==> src/sv/hsal_pkg.sv <==
// shared widths, node tables and types for the hermite segment arc length core
// no dependencies
`timescale 1ns / 1ps

package hsal_pkg;

  localparam int DW        = 32;         // input and result width
  localparam int CW        = 37;         // derivative coefficient width, signed
  localparam int IW        = 38;         // inner horner term width, signed
  localparam int DDW       = 39;         // derivative value width
  localparam int SQW       = 80;         // squared length width
  localparam int RW        = SQW / 2;    // length width, one root bit per cell
  localparam int TW        = 30;         // node constant fraction bits
  localparam int HALF_W    = 20;         // split point of the squaring
  localparam int NODES     = 5;
  localparam int AXES      = 3;
  localparam int FRONT_STG = 8;          // coefficient and evaluation stages
  localparam int BACK_STG  = 3;          // weight, sum, result register
  localparam int NSTG      = FRONT_STG + RW + BACK_STG;
  localparam int ACW       = RW + TW + 3; // weighted sum width
  localparam int NODE_RND  = 2 ** (TW - 1);

  localparam logic [TW-1:0] NODE_POS [NODES] = '{
    30'd536870912, 30'd247782408, 30'd825959416, 30'd50369309, 30'd1023372515
  };
  localparam logic [TW-1:0] NODE_WGT [NODES] = '{
    30'd610839805, 30'd513923621, 30'd513923621, 30'd254398300, 30'd254398300
  };

  typedef logic signed [DW-1:0] coord_t;
  typedef logic [SQW-1:0] sq_t;

  typedef struct packed {
    logic ld;   // first stage load
    logic adv;  // remaining stages advance
  } pipe_ctl_t;

  typedef struct packed {
    logic [SQW-1:0] rad;
    logic [RW:0]    rem;
    logic [RW-1:0]  root;
  } sqrt_lane_t;

endpackage

==> src/sv/hsal_sqrt_cell.sv <==
// one root bit of the floor square root, for all five nodes side by side
// depends on hsal_pkg
`timescale 1ns / 1ps

module hsal_sqrt_cell import hsal_pkg::*; (
  input  logic       clk,
  input  logic       en,
  input  sqrt_lane_t lane_i [NODES],
  output sqrt_lane_t lane_o [NODES]
);

  sqrt_lane_t lane_r [NODES], lane_nxt [NODES];

  always_comb begin
    logic [RW+2:0] tmp, trial, diff;
    logic          ge;
    for (int k = 0; k < NODES; k++) begin
      tmp   = {lane_i[k].rem, lane_i[k].rad[SQW-1:SQW-2]};
      trial = {1'b0, lane_i[k].root, 2'b01};
      ge    = tmp >= trial;
      diff  = tmp - trial;
      lane_nxt[k].rem  = ge ? diff[RW:0] : tmp[RW:0];
      lane_nxt[k].root = {lane_i[k].root[RW-2:0], ge};
      lane_nxt[k].rad  = {lane_i[k].rad[SQW-3:0], 2'b00};
    end
  end

  always_ff @(posedge clk) begin
    if (en) begin
      lane_r <= lane_nxt;
    end
  end

  assign lane_o = lane_r;

endmodule

==> config.mk <==
export PLATFORM = sky130hd
export DESIGN_NAME = hsal_sqrt_cell
export DESIGN_NICKNAME = d
export VERILOG_FILES = /design/src/sv/hsal_pkg.sv /design/src/sv/hsal_sqrt_cell.sv
export SDC_FILE = /design/constraint.sdc
export NUM_CORES = 1
export LEC_CHECK = 0
export BUFFER_PORTS_ARGS = -buffer_cell sky130_fd_sc_hd__buf_2
export CAP_MARGIN = 20
export CORE_AREA = 10 10 615 617
export DETAILED_ROUTE_END_ITERATION = 8
export DIE_AREA = 0 0 625 627
export GPL_ROUTABILITY_DRIVEN = 0
export GPL_TIMING_DRIVEN = 0
export PLACE_DENSITY_LB_ADDON = 0.3
export SYNTH_ARGS = -nofsm -noshare
export SYNTH_HDL_FRONTEND = slang
export SYNTH_SLANG_ARGS = --single-unit
==> constraint.sdc <==
create_clock -name clk -period 7.9 [get_ports clk]
set_clock_uncertainty 0.15 [all_clocks]
set_input_delay 1.58 -clock clk [delete_from_list [all_inputs] [get_ports clk]]
set_output_delay 1.58 -clock clk [all_outputs]
set_load 0.05 [all_outputs]
==> results by group, run 1 <==
Floorplan
  – Core area: 365000 µm²
  – Die area: 392000 µm²
  – Die width: 625 µm
  – Die height: 627 µm
  – Starting Density: 10.6%
  – Ports: 1612
  – # rows: 222

Global route
  – First-pass GRT wire length: 373000 µm
  – GR Overflow Total: 0
  – Initial antenna violation count: 273
  – Vias in the first global route: 34400
  – Global-route usage over all layers: 14.4%
  – Largest net degree at the start of global routing: 115

Power and ir drop
  – P_leak: 23.8 nW
  – Cell Pwr Density: 269 nW/µm²
  – Peak VDD IR: 0.208 mV

Detailed routing
  – Vias post-DR: 34500
  – Pre-Repair DR Iteration Count: 8
  – DRT iter0 DRCs: 3033
  – DR top layer: met5
  – Metal-1 WL: 106000 µm
  – DRC: 0
  – Vias per cell: 3.54
  – Post-route ant nets: 0
  – Wire per inst: 30.9 µm
  – WL final: 301000 µm
  – Met2 WL: 150000 µm
  – Met3 wire len: 33100 µm

Layout
  – Final Util: 15.7%
  – Area Overhead vs Synth: 47.9%
  – Design area: 57300 µm²
  – Max reg flops: 795
  – Layout cells sized above 1: 40.3%
  – Layout fillers: 41000
  – Layout net count: 5800

Worst setup path
  – Critical path cell sequence: buf_2 > inv_1 > ha_1 > a21oi_1 > nand4b_1 > nand3_1 > a21boi_0 > nor3_1 > a21oi_1 > a31oi_2 > buf_2 > buf_4 > nand2_1 > o21ai_0
  – Data arrival time of the worst path: 5.69 ns
  – Kind of start point of the critical path: primary input
  – Critical Path Max Stage Delay: 0.63 ns
  – CP max FO: 10
  – Kind of critical path: primary input to flip-flop
  – Worst path required time: 8.27 ns
  – Crit path max-delay cell type: nor3_1
  – Nature of the critical path endpoint: flip-flop

Place
  – Setup WS pre-CTS: 1.83 ns
  – Port bufs: 1601
  – Area after DPL: 53000 µm²
  – HPWL after DPL: 264000 µm

Timing
  – Final worst slack: 2.58 ns
  – Pins over their slew limit: 0
  – Max transition margin: 30.1%
  – Worst Tran Pin Value: 1.04 ns
  – Min cycle time layout: 5.32 ns
  – Final setup fails: 0
  – Final Cycle Share: 67.3%
  – RSZ-0062 raised after global routing: false
  – Final-report hold violation count: 0
  – WHS: 0.706 ns
  – Peak Freq: 188 MHz

Yosys
  – Cell accounting for the most synthesized area: edfxtp_1
  – Post-Synthesis Cells: 3044
  – Commonest cells in the netlist: 795 x edfxtp_1, 271 x a21oi_1, 259 x inv_1
  – Post-synth EDFFs: 795
  – Mean area per synthesized cell: 12.7 µm²
  – Synthesized area: 38700 µm²
  – Primary FF master, synth: edfxtp_1
  – Synth warn: 0
  – Top-area cell type share of the netlist area: 61.6%
  – Synth unique cells: 90
  – Register area share after synthesis: 61.6%
  – Most frequent cell after synthesis: edfxtp_1
  – Post-synth ARST share: 0%
  – #FFs+latches synth: 795
  – Synth area leaders: edfxtp_1 62%, ha_1 6.8%, a21oi_1 3.5%

Clock network
  – Clock sink count: 795
  – TritonCTS clock tree: yes
  – CTS Hold Buffers Added: 0
  – CTS Buf Count: 119
  – CTS root buffer: clkbuf_16
  – Setup bufs post-CTS: 0
  – CTS clk-pin slew, worst paths: 0.06 ns
  – H-tree Lvls: 3
  – Post-cts sizing count: 0
  – Max Root-Sink Buffers: 4

Run
  – Max cap viols: 0

Worst hold path
  – Min-delay src: lane_i[284]
  – HP Class: primary input to flip-flop
  – End of the worst hold path: lane_o[286]
  – Hold Path Stages: 1

Status
  – Outcome: finished, final reports clean
-- where the power goes --
part | internal (W) | switching, W | total [W]
Clock | 0.00348 | 0.00235 | 0.00584
Sequential | 0.00516 | 0.000169 | 0.00533
Combinational | 0.00101 | 0.00322 | 0.00424
Total | 0.00966 | 0.00575 | 0.0154
-- metrics by stage --
stage	total power [W]	instances	setup TNS, ns
3_5_place_dp	0.00970	9478	0
2_1_floorplan	0.00791	3053	0
6_report	0.0154	9743	0
4_1_cts	0.0158	9691	0
5_1_grt	0.0161	9721	0
3_3_place_gp	0.00981	9470	-7687.98
-- per-layer routing --
metal | up-vias | GRT usage [%]
li1 | 14900 | -
met1 | 16900 | 15.1
met2 | 2057 | 25.8
met3 | 642 | 6.56
met4 | 42 | 4.47
met5 | - | 0
-- area by class of cell --
cell class	instances	area [µm²]	area share, %
sequential	795	23900	41.7
multi-input combinational	1898	13400	23.3
timing repair buffer	1609	8240	14.4
tap	4816	6030	10.5
clock buffer	131	3070	5.35
clock inverter	82	1060	1.85
inverter	260	976	1.70
buffer	100	556	0.970
antenna	52	130	0.227
-- kinds of logic after synthesis --
group / share of synthesized area [%]
simple gates: 7.70
compound gates: 12.5
xor+xnor: 3.98
fa+ha+maj: 6.78
flops: 61.6
other cells: 0.00968
mux: 3.41
buf+inv: 3.95
-- worst max-delay path, delay by kind of cell --
family / cells / cell delay (ns)
buffers and inverters: 4 / 0.95
and+or+nand+nor: 4 / 1.27
adders and majority gates: 1 / 0.38
AOI/OAI and AO/OA: 5 / 1.49
-- cell usage in the layout, fill, tap and decap left out, types with 39 or more instances in the layout --
cell type,synthesis,layout
nor2_1,170,170
xor2_1,66,66
edfxtp_1,795,795
o21bai_1,39,39
buf_2,14,1614
mux2_2,55,55
inv_1,259,259
o21ai_0,154,154
a21o_1,105,105
a21oi_1,271,271
nand2_1,189,189
ha_1,210,210
xnor2_1,110,110
nand4_1,48,48
clkbuf_1,58,68
nand3_1,45,45
diode_2,0,52
clkbuf_16,0,121
-- worst max path at each step --
stage / to / from
after floorplan: lane_o[204] / lane_i[189]
after global placement: lane_o[572] / en
after detailed placement: lane_o[79] / lane_i[5]
after CTS: lane_o[722] / lane_i[645]
after global routing: lane_o[722] / lane_i[660]
final: lane_o[722] / lane_i[645]
(Power assumes the default switching activity.)
==> run 2, diff against run 1 <==
ABC_AREA = 1   (was not set)
CORE_AREA = 10 10 616 618   (was 10 10 615 617)
DIE_AREA = 0 0 626 628   (was 0 0 625 627)
clock period = 5.5 ns   (was 7.9 ns; I/O delays follow)
==> run 2 against run 1 <==
Against the previous run: clock power rose by 41%; sequential share of layout area fell by 3.3 points; die area rose by 0.32%; critical endpoint is now lane_o[79]; flip-flop and latch count did not move; largest power group unchanged; highest routed layer unchanged; clock-buffer cell count rose by 2; largest cell class unchanged; critical path type unchanged; area after synthesis rose by 13%; critical path depth rose by 1.
==> results by group, run 2 <==
Floorplan
  – # rows: 223 (was 222)
  – Die area: 393000 µm² (was 392000 µm²)
  – Core area: 367000 µm² (was 365000 µm²)
  – Die width: 626 µm (was 625 µm)
  – Starting Density: 11.9% (was 10.6%)
  – Ports: 1612 (unchanged)
  – Die height: 628 µm (was 627 µm)

Worst setup path
  – Kind of start point of the critical path: primary input (unchanged)
  – Worst path required time: 5.82 ns (was 8.27 ns)
  – Kind of critical path: primary input to flip-flop (unchanged)
  – Data arrival time of the worst path: 3.59 ns (was 5.69 ns)
  – Nature of the critical path endpoint: flip-flop (unchanged)
  – CP max FO: 10 (unchanged)

Yosys
  – Primary FF master, synth: edfxtp_1 (unchanged)
  – Xor/xnor share of the synthesized area: 2.21% (was 3.98%)
  – Post-Synthesis Cells: 5017 (was 3044)
  – Post-synth EDFFs: 795 (unchanged)
  – Commonest cells in the netlist: 1849 x nand2_1, 888 x inv_1, 795 x edfxtp_1 (was 795 x edfxtp_1, 271 x a21oi_1, 259 x inv_1)
  – Cell accounting for the most synthesized area: edfxtp_1 (unchanged)
  – Simple-gate share of the synthesized area: 24.9% (was 7.70%)
  – Most frequent cell after synthesis: nand2_1 (was edfxtp_1)
  – Synth area leaders: edfxtp_1 55%, nand2_1 16%, inv_1 7.6% (was edfxtp_1 62%, ha_1 6.8%, a21oi_1 3.5%)
  – Post-synth ARST share: 0% (unchanged)
  – Register area share after synthesis: 54.7% (was 61.6%)
  – #FFs+latches synth: 795 (unchanged)
  – Top-area cell type share of the netlist area: 54.7% (was 61.6%)
  – Post-synthesis mux area share: 0% (was 3.41%)
  – Synthesized area: 43600 µm² (was 38700 µm²)
  – Synth unique cells: 34 (was 90)
  – Largest family of logic cells by synthesized area: simple AND/OR/NAND/NOR gates (was compound AO/OA/AOI/OAI gates)
  – Synth Area in Compound Gates: 3.08% (was 12.5%)
  – Post-Synth Adder-Cell Area: 6.02% (was 6.78%)
  – Mean area per synthesized cell: 8.69 µm² (was 12.7 µm²)
  – Synth warn: 0 (unchanged)

Detailed routing
  – Pre-Repair DR Iteration Count: 7 (was 8)
  – DRT iter0 DRCs: 3848 (was 3033)
  – Post-route ant nets: 0 (unchanged)
  – WL final: 336000 µm (was 301000 µm)
  – DRC: 0 (unchanged)
  – Vias per cell: 3.57 (was 3.54)
  – Vias post-DR: 42100 (was 34500)
  – Wire per inst: 28.5 µm (was 30.9 µm)

Layout
  – Layout net count: 7773 (was 5800)
  – Finished Layout Cells: 11800 (was 9743)
  – Area of the multi-input gates: 15800 µm² (was 13400 µm²)
  – Area Overhead vs Synth: 42.8% (was 47.9%)
  – Register area: 23900 µm² (unchanged)
  – Max reg flops: 795 (unchanged)
  – Commonest non-fill, non-tap cells in the layout: 1849 x nand2_1, 1608 x buf_2, 888 x inv_1 (was 1614 x buf_2, 795 x edfxtp_1, 271 x a21oi_1)
  – Commonest non-fill, non-tap cell in the layout: nand2_1 (was buf_2)
  – Layout fillers: 41900 (was 41000)
  – Layout cells sized above 1: 28.2% (was 40.3%)

Clock network
  – Setup bufs post-CTS: 0 (unchanged)
  – CTS root buffer: clkbuf_16 (unchanged)
  – Max Root-Sink Buffers: 4 (unchanged)
  – CTS Hold Buffers Added: 0 (unchanged)
  – Post-cts sizing count: 0 (unchanged)
  – CTS Buf Count: 118 (was 119)
  – Clock sink count: 795 (unchanged)
  – H-tree Lvls: 3 (unchanged)
  – CTS clk-pin slew, worst paths: 0.07 ns (was 0.06 ns)
  – TritonCTS clock tree: yes (unchanged)

Power and ir drop
  – Peak VDD IR: 0.232 mV (was 0.208 mV)
  – P_leak: 29.7 nW (was 23.8 nW)
  – Final Power: 0.0223 W (was 0.0154 W)
  – Cell Pwr Density: 357 nW/µm² (was 269 nW/µm²)

Global route
  – Largest net degree at the start of global routing: 111 (was 115)
  – GR Overflow Total: 0 (unchanged)
  – Initial antenna violation count: 289 (was 273)
  – First-pass GRT wire length: 418000 µm (was 373000 µm)
  – Global-route usage over all layers: 16.2% (was 14.4%)
  – Vias in the first global route: 40200 (was 34400)

Timing
  – Final setup fails: 0 (unchanged)
  – Final Cycle Share: 59.4%
  – Pins over their slew limit: 0 (unchanged)
  – Max transition margin: 49.4% (was 30.1%)
  – Worst Tran Pin Value: 0.759 ns (was 1.04 ns)
  – Final-report hold violation count: 0 (unchanged)
  – Final worst slack: 2.23 ns (was 2.58 ns)
  – RSZ-0062 raised after global routing: false (unchanged)
  – Min cycle time layout: 3.27 ns
  – Peak Freq: 306 MHz

Run
  – Max cap viols: 0 (unchanged)

Status
  – Outcome: finished, final reports clean (unchanged)

Place
  – HPWL after DPL: 299000 µm (was 264000 µm)
  – Placed cell count: 11500 (was 9478)
  – Port bufs: 1601 (unchanged)
  – Setup WS pre-CTS: 1.40 ns (was 1.83 ns)

Worst hold path
  – HP Class: primary input to flip-flop (unchanged)
[run 2: cell count changes in the layout (fill, tap and decap cells not counted), sizes merged, moves of 37 or more]
cell and change:
mux2 -99, nor2 +230, o21ai -103, inv +655, xor2 +39, a21o -99, nand3 +271, clkbuf -56
a21oi -113, nand2 +1670, diode +45, xnor2 -105, o21a -37
[run 2: power by group]
part	internal [W]	switching, W	total, W
clock network	0.00486	0.00339	0.00825
logic	0.00136	0.00499	0.00635
registers	0.00740	0.000256	0.00765
total	0.0136	0.00864	0.0223
[run 2: layer usage]
metal,GRT usage [%],wire length (µm),up-vias
li1,-,-,19600
met2,25.0,146000,2144
met5,0,561,-
met3,6.32,34900,711
met4,6.20,14900,88
met1,20.2,139000,19600
[run 2: metrics by stage]
step	hold slack (ns)	TNS (ns)	util, %	instance area [µm²]
after floorplan	1.05	0	-	43700
after global placement	1.13	-9336.14	15.7	57700
after detailed placement	1.13	0	15.8	58000
after CTS	0.129	0	16.9	62100
after global routing	0.167	0	16.9	62300
final	0.235	0	17.0	62300
[run 2: logic make-up (layout without fill, tap and decap cells)]
logic type / Yosys count / after routing
and+or+nand+nor: 2680 / 2680
buffers and inverters: 968 / 2796
DFF: 795 / 795
AOI/OAI and AO/OA: 253 / 253
adders and majority gates: 210 / 210
xor gates and xnor gates: 110 / 110
other: 1 / 107
[run 2: worst paths after layout]
kind                    start     endpoint  cells past startpoint  slack [ns]
hold / removal    lane_i[445]  lane_o[447]                      1        0.24
setup / recovery    lane_i[7]   lane_o[79]                     15        2.23
[run 2: final cells by class]
class | instances | share of cell area, %
well taps | 4837 | 9.71
diodes | 97 | 0.390
flip-flops and latches | 795 | 38.3
plain buffers | 54 | 0.799
inverters | 914 | 5.52
repair buffers | 1610 | 13.3
clock buffers | 133 | 4.83
multi-input cells | 3263 | 25.4
clock inverters | 85 | 1.73
[run 2: critical path: stages]
cell     delay (ns)
buf_2          0.23
inv_1          0.08
ha_1           0.38
nand2_1        0.13
nor2_2         0.23
nand2_1        0.13
nor2_1         0.25
nand3_1        0.15
nand3_1        0.10
nor2_1         0.06
nand2_4        0.17
inv_4          0.07
buf_6          0.16
nand2_1        0.06
nand2_1        0.25
